File: config.mk
export PLATFORM = sky130hd
export DESIGN_NAME = gled_window
export DESIGN_NICKNAME = d
export VERILOG_FILES = /design/src/rtl/core/gled_pkg.sv /design/src/rtl/core/gled_window.sv
export SDC_FILE = /design/constraint.sdc
export NUM_CORES = 1
export LEC_CHECK = 0
export ABC_AREA = 1
export BUFFER_PORTS_ARGS = -buffer_cell sky130_fd_sc_hd__buf_2
export CAP_MARGIN = 20
export CORE_ASPECT_RATIO = 2
export CORE_MARGIN = 1
export CORE_UTILIZATION = 35
export CTS_CLUSTER_SIZE = 20
export DETAILED_ROUTE_END_ITERATION = 16
export GPL_TIMING_DRIVEN = 0
export HOLD_SLACK_MARGIN = 0.06
export SETUP_SLACK_MARGIN = 0.3
export SLEW_MARGIN = 15
export SYNTH_ARGS = -nofsm -noshare
export SYNTH_HDL_FRONTEND = slang
export SYNTH_SLANG_ARGS = --single-unit
export TNS_END_PERCENT = 1
File: constraint.sdc
create_clock -name clock -period 2.7 [get_ports clock]
set_input_delay 0.405 -clock clock [delete_from_list [all_inputs] [get_ports clock]]
set_output_delay 0.405 -clock clock [all_outputs]
set_load 0.02 [all_outputs]
File: src/rtl/core/gled_pkg.sv
package gled_pkg;

   localparam int unsigned SampleW    = 16;
   localparam int unsigned FrameW     = 16;
   localparam int unsigned IdxW       = 10;
   localparam int unsigned CsrDataW   = 11;
   localparam int unsigned CsrIdxW    = 2;
   localparam int unsigned DefMaxCols = 1024;
   localparam int unsigned DefMaxRows = 1024;
   localparam int unsigned DimReset   = 1024;
   localparam int unsigned DimMin     = 3;
   localparam int unsigned RspDepth   = 4;

   localparam logic [CsrIdxW-1:0] CSR_GRID_COLUMNS = 2'd0;
   localparam logic [CsrIdxW-1:0] CSR_GRID_ROWS    = 2'd1;
   localparam logic [CsrIdxW-1:0] CSR_INVERT_SENSE = 2'd2;

   localparam logic KIND_MAX = 1'b0;
   localparam logic KIND_MIN = 1'b1;

   typedef logic signed [SampleW-1:0] sample_type;

   typedef struct packed {
      logic              kind;
      logic [FrameW-1:0] frame_index;
      logic [IdxW-1:0]   row_index;
      logic [IdxW-1:0]   col_index;
      sample_type        value;
   } result_type;

   typedef struct packed {
      logic       is_max;
      logic       is_min;
      sample_type centre;
   } verdict_type;

endpackage

File: src/rtl/core/gled_window.sv
module gled_window (
   input  logic                  clock,
   input  logic                  shift,
   input  gled_pkg::sample_type  top,
   input  gled_pkg::sample_type  mid,
   input  gled_pkg::sample_type  bot,
   output gled_pkg::verdict_type verdict
);
   import gled_pkg::*;

   // far holds the column two places back, near the previous column.
   sample_type far_ff  [3];
   sample_type far_in  [3];
   sample_type near_ff [3];
   sample_type near_in [3];
   sample_type nb      [8];
   sample_type centre;
   logic [7:0] gt;
   logic [7:0] lt;

   always_comb begin
      far_in  = far_ff;
      near_in = near_ff;
      if (shift) begin
         far_in  = near_ff;
         near_in = '{top, mid, bot};
      end
   end

   always_ff @(posedge clock) begin
      far_ff  <= far_in;
      near_ff <= near_in;
   end

   // The window seen by the incoming column: far, near and the new column.
   always_comb begin
      centre = near_ff[1];
      nb     = '{far_ff[0], far_ff[1], far_ff[2], near_ff[0], near_ff[2], top, mid, bot};
      for (int i = 0; i < 8; i++) begin
         gt[i] = centre > nb[i];
         lt[i] = centre < nb[i];
      end
      verdict.is_max = &gt;
      verdict.is_min = &lt;
      verdict.centre = centre;
   end

endmodule

# After elaboration in Yosys (flattened, before gate mapping)
# Index checks and enable logic that the tools add are counted.
# totals
ff_bits,96
latch_bits,0
mem_bits_rw,0
mem_bits_ro,0
input_bits,50
output_inout_bits,18
wordCells,24
memories,0
# op_classes
n_addsub,0
multipliers,0
div_mod_pow,0
order_cmp,16
n_eq_ne,0
n_shift,0
mux,0
n_bitwise,0
n_reduce_logical,2
# op_table
op,count
greater-than comparator 16 bit,8
less-than comparator 16 bit,8
AND reduction 8 bit,2

# Logic depth before layout (Yosys ltp)
# logic_depth
depth_word,2
depth_mapped,16
ltp_nobuf,16

# Worst setup path before layout
# No wires, ideal clock.
# synth_timing
kind,register -> output
startpoint,"reg near_ff, in the netlist centre[15]"
endpoint,out verdict[16] (netlist name)
arrival_time_ns,1.938
required_time_ns,2.295
setup_slack_ns,0.357
path_stages_with_launch,14
path_buffers,0
cell_sequence,edfxtp_1 -> ha_1 -> nand2_2 -> nor2_4 -> nand2_2 -> nor2_2 -> nand2_2 -> nand3_1 -> nand2_1 -> nand2_1 -> nand2_1 -> nor2_1 -> nand2_1 -> nor2_2
# synth_lines
item,line,text
from (decl),gled_window.sv:14,sample_type near_ff [3];
from (signal assigned),gled_window.sv:32,near_ff <= near_in;
to (decl),gled_window.sv:7,output gled_pkg::verdict_type verdict

==> metrics <==
outcome finished with violations; reg-to-reg setup timing slack 1.74 ns; vias in the first global route 5,149; CP cell instances ha_4 -> nand2_1 -> nor2_4 -> nand2_1 -> nor2_4 -> nand2_1 -> nand4_1 -> nand2_1 -> nor2_1 -> nand2_1 -> nor2_4 -> buf_6; Core Region 18,800 sq um; power per cell area 524 nW/um^2; CTS Hold Buffers Added 0; DP Area 7410 sq um; CP Buf/Inv Count 1; worst hold start top[11]; Hold Vio Cnt, Final 0; Net count, final 1,057; Min Clock Period, post-route 2.96 ns; TritonCTS clock tree done; Vias 5,227; mux contribution to synthesized area 0%; grt ovf 0; post-route setup slack -0.262 ns; final setup fails 2; DRC 0; Rows a little over 70; unrepaired setup endpoints after global routing yes; max capacitance violation total 0; Worst Max-Slew Pin Slew 0.473 ns; number of synthesized register bits 96; cell seen most often among critical-path stages nand2_1; area grow syn2layout 25.0%; global-route wire length before repair 24,800 microns; commonest non-fill, non-tap cell in the layout inv_1; Worst Path Class, Setup flip-flop to primary output; Pre-antenna DRT Iters 6; Simple-Gate Fraction of Synth Area about 17%; Iter 0 DRT Violations 171; port bufs 67; Compound-Gate Fraction of Synth Area 5.39%; largest net degree at the start of global routing between 70 and 80; Mapped Area between 6000 and 7000 sq um; post-synthesis area per instance 8.89 sq um; Synthesis Warnings 0; Max Slew Vio Count 0; failing checks setup timing; initial core utilization 35.7%; CTS Sinks 96; CTS Buf Count 9; Arr. time, crit path between 2 and 3 ns; cell area after layout 8410 sq um; Tcrit/Tclk final 110%; total leakage power between 4 and 5 nW; Total GRT Usage 17.2%; fmax roughly 340 MHz; Peak VDD IR 0.308 mV; Inst Count DP 1,080; Post-Synth Adder-Cell Area 23.8%; Yosys top cell area share between 40% and 50%; clock latency on the worst-skew pair 0.36 ns; CP startpoint kind flip-flop; antenna violations before repair 0; Finished Layout Cells 1,139; H-tree depth 3; slew margin rel. 68.5%; die extent in x 100 microns; Synth area leaders edfxtp_1 (43%), ha_1 (24%), inv_1 (10%), nand2_1 (9.8%), a21oi_1 (3.5%); final WL 15,600 microns; crit path launch centre[15]; DRT antenna net count 0; peak fanout along the critical path 6; slowest CP cell edfxtp_1; DR vias/cell 4.59; n_diodes 0; Avg WL per Cell 13.7 microns; worst hold margin 0.230 ns; Crit path required time 2.30 ns; maximum clock path buffer count 2; Clock transition at path regs 0.07 ns; clock skew 0.00516 ns; PnR Total Power 4.40 mW; post-synthesis sequential area ratio 42.9%; cells after synthesis between 700 and 800; main combinational cell family by area after synthesis adder cells; root buffer cell clkbuf_16; most frequent cells in the layout inv_1 (187), nand2_1 (162), ha_1 (120), edfxtp_1 (96), buf_2 (64); die area just under 20,000 sq um; Die Span Y 198 microns; CP delay by family, top simple AND/OR/NAND/NOR gates; I/O pin count 68; Hold Crit Class primary input to flip-flop; fraction of layout cells with a size suffix above 1 between 20% and 30%; RePlAce Congestion 0.857; CP peak stage delay between 0.5 and 0.6 ns; net count of the mapped netlist 935; xor/xnor cell area share of the yosys netlist 0%; post-synth top area cell edfxtp_1; Critical Path End Type primary output; post-synth cell types 21; worst reg2reg path startpoint centre[4]; dpl ws -0.329 ns; dpl hpwl 12,200 microns
-- repair_timing --
action,in CTS,in global routing
pin swaps,19,10
buffers inserted,41,2
gates resized for setup,52,15
endpoints found under the setup margin,2,2
-- logic make-up after synthesis --
| group | Yosys count |
|---|---|
| adders and majority gates | 128 |
| DFF | 96 |
| and+or+nand+nor | 276 |
| AOI/OAI and AO/OA | 67 |
| buffers and inverters | 190 |
-- Yosys cell counts (all sizes together) --
master and count:
ha 128, edfxtp 96, o21a 1, and2 1, nor3 4, o21bai 10, nand2 182, nand3 26
a21oi 47, clkinv 2, inv 188, nor2 52, nand4 11, o21ai 9
-- area by class of cell --
class	count	area, sq um
multi-input combinational	471	3410
clock buffer	9	225
fill	1876	10400
timing repair buffer	111	738
sequential	96	2880
tap	255	319
inverter	190	714
clock inverter	7	116
-- power breakdown --
group          switching, mW  leakage, nW  total [mW]  internal (mW)
Sequential            0.0572        0.940        1.83           1.77
Clock                  0.572        0.168        1.48          0.907
Combinational          0.653         3.31        1.10          0.446
-- sequential cells by signal, indices dropped and copies added, names as in the netlist --
register	flops
far_ff	48
nb	32
centre	16
-- worst paths after layout --
check                     end  cells past startpoint
setup / recovery  verdict[17]                     12
hold / removal         nb[75]                      1
setup reg to reg   far_ff[20]                      1
hold reg to reg     far_ff[1]                      0
-- layer usage --
metal	wire (microns)	global-route usage, %	part of all wire (%)
met2	8620	32.2	55
met5	0	0	0
met4	1020	12.3	6.5
met1	5620	16.5	36
met3	386	2.93	2.5
-- through the flow --
stage	utilization (%)	setup TNS [ns]
after floorplan	-	0
after global placement	39.2	-0.559
after detailed placement	39.4	-0.621
after CTS	44.2	-0.566
after global routing	44.6	-0.837
final	44.6	-0.491
(Power assumes the default switching activity.)
