[src/rtl/core/gled_pkg.sv]
package gled_pkg;

   localparam int unsigned SampleW    = 16;
   localparam int unsigned FrameW     = 16;
   localparam int unsigned IdxW       = 10;
   localparam int unsigned CsrDataW   = 11;
   localparam int unsigned CsrIdxW    = 2;
   localparam int unsigned DefMaxCols = 1024;
   localparam int unsigned DefMaxRows = 1024;
   localparam int unsigned DimReset   = 1024;
   localparam int unsigned DimMin     = 3;
   localparam int unsigned RspDepth   = 4;

   localparam logic [CsrIdxW-1:0] CSR_GRID_COLUMNS = 2'd0;
   localparam logic [CsrIdxW-1:0] CSR_GRID_ROWS    = 2'd1;
   localparam logic [CsrIdxW-1:0] CSR_INVERT_SENSE = 2'd2;

   localparam logic KIND_MAX = 1'b0;
   localparam logic KIND_MIN = 1'b1;

   typedef logic signed [SampleW-1:0] sample_type;

   typedef struct packed {
      logic              kind;
      logic [FrameW-1:0] frame_index;
      logic [IdxW-1:0]   row_index;
      logic [IdxW-1:0]   col_index;
      sample_type        value;
   } result_type;

   typedef struct packed {
      logic       is_max;
      logic       is_min;
      sample_type centre;
   } verdict_type;

endpackage

[src/rtl/core/gled_rsp_fifo.sv]
module gled_rsp_fifo #(
   parameter int unsigned DEPTH = gled_pkg::RspDepth
) (
   input  logic                       clock,
   input  logic                       reset,
   input  logic                       push,
   input  gled_pkg::result_type       push_data,
   input  logic                       pop,
   output logic                       out_valid,
   output gled_pkg::result_type       out_data,
   output logic [$clog2(DEPTH+1)-1:0] count
);
   import gled_pkg::*;

   localparam int unsigned PtrW = $clog2(DEPTH);
   localparam int unsigned CntW = $clog2(DEPTH + 1);

   result_type      slot_ff [DEPTH];
   logic [PtrW-1:0] wr_ptr_ff;
   logic [PtrW-1:0] wr_ptr_in;
   logic [PtrW-1:0] rd_ptr_ff;
   logic [PtrW-1:0] rd_ptr_in;
   logic [CntW-1:0] count_ff;
   logic [CntW-1:0] count_in;

   function automatic logic [PtrW-1:0] bump(input logic [PtrW-1:0] p);
      logic [PtrW-1:0] r;
      r = (p == PtrW'(DEPTH - 1)) ? '0 : p + PtrW'(1);
      return r;
   endfunction

   always_comb begin
      wr_ptr_in = push ? bump(wr_ptr_ff) : wr_ptr_ff;
      rd_ptr_in = pop ? bump(rd_ptr_ff) : rd_ptr_ff;
      count_in  = count_ff + CntW'(push) - CntW'(pop);
   end

   always_ff @(posedge clock) begin
      if (reset) begin
         wr_ptr_ff <= '0;
         rd_ptr_ff <= '0;
         count_ff  <= '0;
      end else begin
         wr_ptr_ff <= wr_ptr_in;
         rd_ptr_ff <= rd_ptr_in;
         count_ff  <= count_in;
      end
   end

   always_ff @(posedge clock) begin
      if (push) begin
         slot_ff[wr_ptr_ff] <= push_data;
      end
   end

   assign out_valid = count_ff != '0;
   assign out_data  = slot_ff[rd_ptr_ff];
   assign count     = count_ff;

endmodule

[config.mk]
export PLATFORM = sky130hd
export DESIGN_NAME = gled_rsp_fifo
export DESIGN_NICKNAME = d
export VERILOG_FILES = /design/src/rtl/core/gled_pkg.sv /design/src/rtl/core/gled_rsp_fifo.sv
export SDC_FILE = /design/constraint.sdc
export NUM_CORES = 1
export LEC_CHECK = 0
export ABC_AREA = 1
export BUFFER_PORTS_ARGS = -buffer_cell sky130_fd_sc_hd__buf_2
export CELL_PAD_IN_SITES_DETAIL_PLACEMENT = 2
export CELL_PAD_IN_SITES_GLOBAL_PLACEMENT = 2
export CORE_MARGIN = 2
export CORE_UTILIZATION = 40
export DETAILED_ROUTE_END_ITERATION = 16
export PLACE_DENSITY_LB_ADDON = 0.1
export SETUP_SLACK_MARGIN = 0.5
export SLEW_MARGIN = 25
export SYNTH_ARGS = -nofsm -noshare
export SYNTH_HDL_FRONTEND = slang
export SYNTH_SLANG_ARGS = --single-unit
[constraint.sdc]
create_clock -name clock -period 3.3 [get_ports clock]
set_input_delay 0.165 -clock clock [delete_from_list [all_inputs] [get_ports clock]]
set_output_delay 0.165 -clock clock [all_outputs]
set_load 0.05 [all_outputs]
; ---- Word level (Yosys, flattened, before mapping)
; Memory sizes are Yosys's and may differ from the RTL's. A register that Yosys moved wholly into a read port is not among the register bits.
; Index checks and enable logic that the tools add are counted.
[word_totals]
ff_bits = 7
mem_bits_rw = 212
input_bits = 57
out_inout_bits = 57
wordCells = 17
memories = 1
[op_classes]
n_addsub = 4
n_eq_ne = 2
muxes = 6
n_reduce_logical = 1
[memory_table]
columns = name, words, width, read_ports, rd_ports_with_merged_regs, wr, line_no
row1 = slot_ff, 4, 53, 1, 1, 1, gled_rsp_fifo.sv:18  ; result_type slot_ff [DEPTH];
[ops]
columns = cell, n
row1 = $mux 2, 4
row2 = $add 2x1->2 const B, 2
row3 = $eq 2x2->1 const B, 2
row4 = $add 3x1->3, 1
row5 = $reduce_bool 3->1, 1
row6 = $sub 3x1->3, 1
row7 = $mux 1, 2

; ---- Longest topological paths before layout
; Gate-level depths: netlist of run 1.
[depth]
word_depth = 4
ltp_mapped = 9
ltp_nobuf = 9

; ---- Worst setup path before layout of run 1
; Ideal clock, no wire load.
[synth_path]
path_kind = register to register
from = reg wr_ptr_ff[0]
to = mem slot_ff[2][0] (netlist bit) (enable)
setup_time_ns = 0.407
arrival_time_ns = 1.616
required_time_ns = 2.893
path_slack_ns = 1.277
path_stages_with_launch = 5
n_path_buf = 0
synth_period_minus_slack_ns = 2.023
cell_sequence = dfxtp_1 > inv_1 > ha_1 > nand2_1 > inv_1
[synth_rtl]
columns = item, line_no
row1 = start: declaration, gled_rsp_fifo.sv:19  ; logic [PtrW-1:0] wr_ptr_ff;
row2 = start signal: assignment, gled_rsp_fifo.sv:44  ; wr_ptr_ff <= wr_ptr_in;
row3 = end: declaration, gled_rsp_fifo.sv:18
; No word-level cell before the write port.

==> out/qor.yml, run 1 <==
status: "completed"
synthTopCellsByArea: "edfxtp_1 (72%), inv_1 (5.1%), nand2_1 (4.9%), o211ai_1 (4.5%), a21oi_1 (3.2%)"
vias: 5711
fin_setup_tns_ns: 0
netlist_area_mm2: 0.00882
synth_seq_cells: 221
fin_skew_ns: 0.00567
crit_required_ns: 3.13
critPathKind: "reg -> out"
post_drt_wl_per_cell_um: 18.9
ir_drop_mv: 0.392
grt_setup_unrepaired: "no"
ys_async_sr_fraction_pct: 0
whs_path_depth: 3
grt_use_total_pct: 18.4
clk-insertion-delay-late_ns: 0.51
antenna_cells: 0
worst_pin_slew_ns: 0.769
grt_pass1_wl_mm: 34.1
period_share_pct: 72.0
whs_ns: 0.0486
core_mm2: 0.0218
yosysTopAreaCellShare_pct: 72.2
cp_max_fo: 55
avgSynthCellArea_um2: 13.0
p_per_area_mw_per_mm2: 647
synth.cells.most_frequent: "edfxtp_1 (212), inv_1 (121), nand2_1 (115)"
cts_resized: 0
startpoint_type: "flop"
leakage_nw: 4.36
antenna_found_initial: 0
hold_class: "in -> reg"
clock_sinks: 221
syn_to_final_growth_pct: 24.9
cts_tree: "done"
hold_violations: 0
fmax_mhz: 421
r2r-start: "wr_ptr_ff[0]$_SDFFE_PP0P_"
antenna_left: 0
clk_pin_slew_ns: 0.06
synth-seq-area-share_pct: 74.2
clk_path_buf_depth: 3
first_pass_iters: 6
seq_area_mm2: 0.00655
r2r_end: "slot_ff[0][32]$_DFFE_PP_"
nets: 910
die_w_um: 152
yosys_warnings: 0
io-pin-count: 114
dp_hpwl_mm: 13.0
gp_congestion: 0.675
synth-edff-count: 212
finalSetupViolCount: 0
maxSlewViolCount: 0
cp.arrival_ns: 2.21
min_to: "wr_ptr_ff[1]$_SDFFE_PP0P_"
synth_top_area_cell: "edfxtp_1"
h-tree-depth: 1
grt_max_degree: 88
min_from: "push"
reg2reg_depth: 5
first_global_vias: 6384
utilization_pct: 50.6
io_buffer_count: 113
end_kind: "output pin"
reg2reg_setup_slack_ns: 1.42
numCtsBuffers: 25
vias_per_cell: 5.00
max-cap-violations: 0
drc: 0
syn_nets: 742
layout_min_cycle_time_ns: 2.38
die_area_mm2: 0.0233
overflow: 0
cts-root-buf: "clkbuf_16"
yosysMostFrequentCell: "edfxtp_1"
place_ws_ns: 1.24
initial_core_util_pct: 40.5
drtIter0Drc: 241
drive_gt1_share_pct: 19.6
synth_ff_type: "edfxtp_1"
fillerInstances: 2102
die_h_um: 152
synth.distinct_cells: 16
worst_slack_ns: 0.924
syn_inst: 677
row_count: 54
timing.slew.headroom_pct: 48.6
wirelength_mm: 21.6
multi_input_area_mm2: 0.00154
routing by layer:
| metal | global-route usage [%] | share of wire, % | vias up |
|---|---|---|---|
| met5 | 0 | 0 | - |
| met4 | 3.79 | 1.4 | 0 |
| met3 | 2.87 | 3.7 | 28 |
| met2 | 34.6 | 53 | 101 |
| met1 | 22.5 | 42 | 2901 |
| li1 | - | - | 2681 |
registers in the layout (all words and copies together) (netlist names), named ones only:
| signal | flops |
|---|---|
| rd_ptr_ff | 2 |
| count | 3 |
| slot_ff | 212 |
| wr_ptr_ff | 2 |
layout make-up:
cell class	instances	area share, %
clock buffers	34	6.44
clock inverters	11	1.23
inverters	121	4.12
multi-input cells	299	14.0
flip-flops and latches	221	59.5
well taps	280	3.18
repair buffers	177	11.5
timing repair:
item,in CTS,in global routing
hold endpoints to repair,216,0
setup buffers,0,1
setup endpoints to repair,0,1
hold buffers,55,0
how the worst max path moves through the flow:
| stage | end | from | slack, ns |
|---|---|---|---|
| after detailed placement | out_data[49] | flop | 1.24 |
| after global routing | out_data[11] | flop | 0.77 |
| after CTS | out_data[49] | flop | 0.70 |
| final | out_data[27] | flop | 0.92 |
| after floorplan | slot_ff[2][0]$_DFFE_PP_ | wr_ptr_ff[0]$_SDFFE_PP0P_ | 1.28 |
| after global placement | out_data[49] | flop | 1.28 |
layout by cell type (no fill, tap or decap):
cell type	instances
edfxtp_1	212
inv_1	117
nand2_1	115
buf_2	113
a21oi_1	56
dlygate4sd3_1	55
o211ai_1	53
o21ai_1	31
o21ai_0	25
clkbuf_16	25
nor2_1	9
ha_1	7
dfxtp_1	7
buf_12	7
clkinv_2	6
clkbuf_8	5
inv_2	4
clkbuf_1	4
bufinv_16	3
nand3_1	2
dfxtp_4	2
clkinvlp_4	2
buf_4	2
fa_1	1
per-stage QoR:
step                instance area [µm²]  instances  power [W]
detailed placement                 9600       1042    0.00434
CTS                               11000       1142    0.00721
finish                            11000       1143    0.00713
global placement                   9600       1042    0.00429
global route                      11000       1143    0.00742
floorplan                          8820        677    0.00405
power by group:
part / internal [W] / switching [W] / total (W)
Combinational: 0.000271 / 0.000770 / 0.00104
Clock: 0.00173 / 0.00107 / 0.00280
Sequential: 0.00321 / 0.0000718 / 0.00329
Total: 0.00522 / 0.00191 / 0.00713
cell families after synthesis:
logic type | synth area share (%)
adder cells (fa/ha/maj) | 1.22
flip-flops | 74.2
AO/OA/AOI/OAI | 10.9
AND/OR/NAND/NOR | 5.39
buffers and inverters | 8.30
critical path, stage by stage (launching register included):
cell and delay [ns]:
dfxtp_4 0.78, buf_12 0.33, o211ai_1 0.13, nand2_1 0.13, buf_2 0.28
(Power assumes the default switching activity.)
==> run 2, diff against run 1 <==
--- a/config.mk
+++ b/config.mk
@@ -10,7 +10,7 @@
 export CELL_PAD_IN_SITES_DETAIL_PLACEMENT = 2
 export CELL_PAD_IN_SITES_GLOBAL_PLACEMENT = 2
 export CORE_MARGIN = 2
-export CORE_UTILIZATION = 40
+export CORE_UTILIZATION = 36
 export DETAILED_ROUTE_END_ITERATION = 16
 export PLACE_DENSITY_LB_ADDON = 0.1
 export SETUP_SLACK_MARGIN = 0.5
==> constraint.sdc (replaced) <==
create_clock -name clock -period 2.1 [get_ports clock]
set_input_delay 0.105 -clock clock [delete_from_list [all_inputs] [get_ports clock]]
set_output_delay 0.105 -clock clock [all_outputs]
set_load 0.05 [all_outputs]
==> run 2 against run 1 <==
Compared with the run above:
- utilization up 2.1 points
- sequential power up 56%
- critical endpoint is now out_data[10]
- via count up 7.8%
- hold slack better by 0.29 ns
- die area up 11%
- clock power up 55%
==> out/qor.yml, run 2 (synthesized netlist as in run 1, its figures left out) <==
status: "completed"
row_count: 57
crit_required_ns: 2.00
layout_min_cycle_time_ns: 1.96
io_buffer_count: 113
critPathKind: "reg -> out"
syn_to_final_growth_pct: 44.5
cts_tree: "done"
maxSlewViolCount: 0
fin_setup_tns_ns: 0
clk_pin_slew_ns: 0.05
grt_setup_unrepaired: "yes"
vias_per_cell: 4.96
end_kind: "output pin"
worst_slack_ns: 0.138
period_share_pct: 93.4
clk_path_buf_depth: 3
cp.arrival_ns: 1.86
first_pass_iters: 4
nets: 963
max-cap-violations: 0
hold_class: "in -> reg"
cpLargestDelayFamily: "buffers and inverters"
clock_sinks: 221
h-tree-depth: 1
cts-root-buf: "clkbuf_16"
p_per_area_mw_per_mm2: 933
leakage_nw: 5.02
mostFrequentLayoutCells: "edfxtp_1 (212), inv_1 (113), nand2_1 (89)"
dp_hpwl_mm: 13.7
ir_drop_mv: 0.693
overflow: 0
drc: 0
crit_buf_inv: 3
initial_core_util_pct: 36.5
cp_cell_sequence: "buf_12, buf_16, nand2_4, o211ai_1, nand2_1, buf_6"
grt_max_degree: 29
vias: 6154
antenna_found_initial: 1
slowest_delay_ns: 0.49
numCtsBuffers: 25
startpoint_type: "flop"
largest_reg_flops: 212
grt_pass1_wl_mm: 40.5
die_area_mm2: 0.0258
hold_violations: 0
clk-insertion-delay-late_ns: 0.53
fillerInstances: 2276
die_h_um: 161
gp_congestion: 0.706
timing.slew.headroom_pct: 80.2
finalSetupViolCount: 0
fin_skew_ns: 0.0130
drtIter0Drc: 324
io-pin-count: 114
crit_path_top_delay_cell: "dfxtp_4"
die_w_um: 161
first_global_vias: 6871
place_ws_ns: 0.453
post_drt_wl_per_cell_um: 22.8
top_register: "slot_ff"
cp_max_fo: 8
worst_pin_slew_ns: 0.297
antenna_left: 0
core_mm2: 0.0242
fmax_mhz: 510
wirelength_mm: 28.3
grt_use_total_pct: 20.6
final_common_cell: "edfxtp_1"
drive_gt1_share_pct: 32.3
[run 2: cell count changes in the layout (fill, tap and decap cells not counted), sizes merged]
cell	delta
dlygate4sd3	+1
clkbuf	+3
clkinvlp	+4
buf	+41
diode	+1
clkinv	+7
inv	-3
[run 2: power by group]
part           switching, W  leakage [nW]  internal (W)  total (W)
Combinational       0.00151          2.61      0.000918    0.00243
Sequential        0.0000869          2.02       0.00505    0.00514
Clock               0.00179         0.391       0.00254    0.00433
Total               0.00339          5.02       0.00851     0.0119
[run 2: repair_timing]
item,CTS,global route
endpoints found under the hold margin,221,0
buffers inserted,16,3
gates resized for setup,148,89
cloned,14,11
hold buffers,56,0
pin swaps,10,58
endpoints found under the setup margin,137,55
[run 2: through the flow]
step                      cell area [µm²]  cells  power, W  hold slack (ns)  util [%]
final                               12700   1241    0.0119            0.342      52.7
after floorplan                      8860    677   0.00637            0.167         -
after global routing                12700   1241    0.0123            0.341      52.7
after detailed placement             9820   1095   0.00687            0.325      40.6
after CTS                           12100   1226    0.0117            0.326      50.1
after global placement               9820   1095   0.00680            0.317      40.6
[run 2: cell type report]
class | count | area [µm²] | area share [%]
multi-input cells | 299 | 1880 | 14.7
repair buffers | 230 | 2630 | 20.7
clock buffers | 26 | 629 | 4.94
clock inverters | 19 | 170 | 1.34
well taps | 324 | 405 | 3.18
diodes | 1 | 2.50 | 0.0196
inverters | 121 | 469 | 3.68
flip-flops and latches | 221 | 6560 | 51.5
[run 2: worst paths after layout]
path | from | to | slack [ns] | cells after the start
setup / recovery | flop | out_data[10] | 0.14 | 6
hold / removal | reset | count[0]$_SDFF_PP0_ | 0.34 | 3
setup reg to reg | count[0]$_SDFF_PP0_ | count[1]$_SDFF_PP0_ | 0.56 | 7
hold reg to reg | wr_ptr_ff[1]$_SDFFE_PP0P_ | wr_ptr_ff[1]$_SDFFE_PP0P_ | 0.51 | 2
[run 2: routing by layer]
layer	share of wire [%]	up-vias	track usage (%)
met1	43	3183	26.1
li1	-	2804	-
met2	53	126	37.5
met5	0	-	0
met4	1.8	0	4.46
met3	3.1	41	3.00
[run 2: tightest hold or removal path, cell delays in order]
cell           delay (ns)
dlygate4sd3_1        0.52
buf_2                0.14
nor2_1               0.05
==> run 3, diff against run 2 <==
--- a/config.mk
+++ b/config.mk
@@ -5,12 +5,11 @@
 export SDC_FILE = /design/constraint.sdc
 export NUM_CORES = 1
 export LEC_CHECK = 0
-export ABC_AREA = 1
 export BUFFER_PORTS_ARGS = -buffer_cell sky130_fd_sc_hd__buf_2
 export CELL_PAD_IN_SITES_DETAIL_PLACEMENT = 2
 export CELL_PAD_IN_SITES_GLOBAL_PLACEMENT = 2
 export CORE_MARGIN = 2
-export CORE_UTILIZATION = 36
+export CORE_UTILIZATION = 40
 export DETAILED_ROUTE_END_ITERATION = 16
 export PLACE_DENSITY_LB_ADDON = 0.1
 export SETUP_SLACK_MARGIN = 0.5
==> run 3 against run 2 <==
Compared with the run above:
- setup slack worse by 0.044 ns
- power is 8.9% lower
- routed wire length is 34% lower
- hold slack improved by 0.0031 ns
- sequential share of layout area increased by 8.2 points
- fmax shrank 2.2%
- first-iteration DRC count is 56% lower
- synthesized cell count shrank 53%
- clock power decreased by 9.0%
- sequential cell count is the same
- clock skew fell by 0.0060 ns
- largest cell class unchanged
==> out/qor.yml, run 3 <==
netlist_area_mm2: 0.00815
layout_min_cycle_time_ns: 2.01
antenna_cells: 0
switching_share_pct: 25.3
fin_setup_tns_ns: 0
ir_drop_mv: 0.779
synth.cells.most_frequent: "edfxtp_1 (212), mux4_2 (50), dfxtp_1 (9)"
worst_pin_slew_ns: 0.361
min_to: "slot_ff[3][38]$_DFFE_PP_"
core_mm2: 0.0201
reg2reg_setup_slack_ns: 0.54
clk_pin_slew_ns: 0.06
die_h_um: 147
nets: 594
reg2reg_depth: 8
syn_inst: 318
seq_area_mm2: 0.00656
highest_layer: "met4"
end_kind: "output pin"
numCtsBuffers: 24
drive_gt1_share_pct: 44.4
overflow: 0
syn_nets: 383
sequentialPowerShare_pct: 47.1
min_from: "push_data[38]"
cp.arrival_ns: 1.90
io_buffer_count: 113
r2r-start: "count[0]$_SDFF_PP0_"
fillerInstances: 1687
syn_to_final_growth_pct: 34.9
yosysTopAreaCellShare_pct: 78.1
vias_per_cell: 4.95
wl_met2_mm: 9.93
slowest_delay_ns: 0.53
status: "completed"
ys_async_sr_fraction_pct: 0
grt_use_total_pct: 17.8
cts-root-buf: "clkbuf_16"
row_count: 52
yosys_warnings: 0
initial_core_util_pct: 40.6
antenna_left: 0
period_share_pct: 95.5
h-tree-depth: 1
whs_ns: 0.345
io-pin-count: 114
post_drt_wl_per_cell_um: 23.0
timing.slew.headroom_pct: 75.9
vias: 4045
drc: 0
switchingPower_w: 0.00274
first_global_vias: 4730
wl_met1_mm: 7.63
largest_reg_flops: 212
multi_input_area_mm2: 0.00147
synth-edff-count: 212
cp_cell_sequence: "buf_12, buf_8, mux4_2, buf_6"
gp_congestion: 0.649
startpoint_type: "flop"
grt_setup_unrepaired: "yes"
synth-seq-area-share_pct: 80.3
met3_length_um: 979
drtIter0Drc: 144
synth_seq_cells: 221
p_per_area_mw_per_mm2: 986
r2r_end: "count[2]$_SDFF_PP0_"
wirelength_mm: 18.8
leakage_nw: 3.82
mostFrequentLayoutCells: "edfxtp_1 (212), buf_2 (59), dlygate4sd3_1 (56)"
first_pass_iters: 4
cts_tree: "done"
antenna_found_initial: 0
power_frac_comb_pct: 16.5
grt_max_degree: 37
max-cap-violations: 0
die_area_mm2: 0.0215
critPathKind: "reg -> out"
hold_violations: 0
top_register: "slot_ff"
avgSynthCellArea_um2: 25.6
synth.distinct_cells: 20
clk_path_buf_depth: 3
power_frac_clock_pct: 36.4
p_int_w: 0.00810
fmax_mhz: 498
fin_skew_ns: 0.00694
utilization_pct: 54.7
finalSetupViolCount: 0
hold_class: "in -> reg"
clock_sinks: 221
final_common_cell: "edfxtp_1"
yosysMostFrequentCell: "edfxtp_1"
whs_path_depth: 2
grt_pass1_wl_mm: 28.9
synth_top_area_cell: "edfxtp_1"
crit_path_top_delay_cell: "mux4_2"
clk-insertion-delay-late_ns: 0.51
cp_max_fo: 7
die_w_um: 147
crit_required_ns: 2.00
synthTopCellsByArea: "edfxtp_1 (78%), mux4_2 (14%), dfxtp_1 (2.2%), buf_12 (1.2%), ha_1 (1.1%)"
synth_ff_type: "edfxtp_1"
maxSlewViolCount: 0
dp_hpwl_mm: 10.7
[run 3: cell families after synthesis]
logic type	after synthesis	share of synthesized area, %
fa+ha+maj	8	1.32
compound gates	2	0.123
buf+inv	17	1.95
mux	55	15.0
flops	221	80.3
simple gates	14	1.01
xor+xnor	1	0.276
[run 3: critical path: cells and delay by family, from the launching register on]
family	cells	cell delay (ns)
muxes	1	0.53
DFF	1	0.37
buffers and inverters	3	0.48
[run 3: final cells by class]
cell class / count / share of cell area, %
multi-input combinational: 81 / 13.4
clock buffer: 38 / 6.50
timing repair buffer: 196 / 17.0
clock inverter: 6 / 0.250
inverter: 5 / 0.171
sequential: 221 / 59.6
tap: 270 / 3.07
[run 3: layer usage]
layer,vias to the layer above,track usage [%]
li1,1778,-
met1,2127,23.0
met2,121,31.8
met3,19,3.60
met4,0,3.40
met5,-,0
[run 3: worst max-delay path by stage]
stage,start,to
after global routing,flop,out_data[0]
after global placement,flop,out_data[0]
after detailed placement,flop,out_data[1]
after CTS,flop,out_data[46]
after floorplan,count[0]$_SDFF_PP0_,count[2]$_SDFF_PP0_
final,flop,out_data[26]
[run 3: timing repair]
item                                    4_1_cts  5_1_grt
pin swaps                                     0        1
hold buffers                                 56        0
cloned                                        2        1
endpoints found under the setup margin       54       91
hold endpoints to repair                    221        0
setup buffers                                 7        3
resized for setup                           124        6
[run 3: power groups by stage]
stage / clock network, W / registers [W] / logic (W)
after floorplan: 0 / 0.00523 / 0.000984
after global placement: 0 / 0.00519 / 0.00139
after detailed placement: 0 / 0.00521 / 0.00143
after CTS: 0.00406 / 0.00511 / 0.00179
after global routing: 0.00424 / 0.00512 / 0.00188
final: 0.00394 / 0.00511 / 0.00179
[run 3: stage by stage]
stage               instance area, µm²  worst slack [ns]  instances  total power (W)
floorplan                         8170             0.516        318          0.00622
global placement                  9150             0.416        704          0.00658
detailed placement                9150             0.391        704          0.00663
CTS                              10900            0.0754        813           0.0110
global route                     11000            0.0485        817           0.0112
finish                           11000            0.0936        817           0.0108
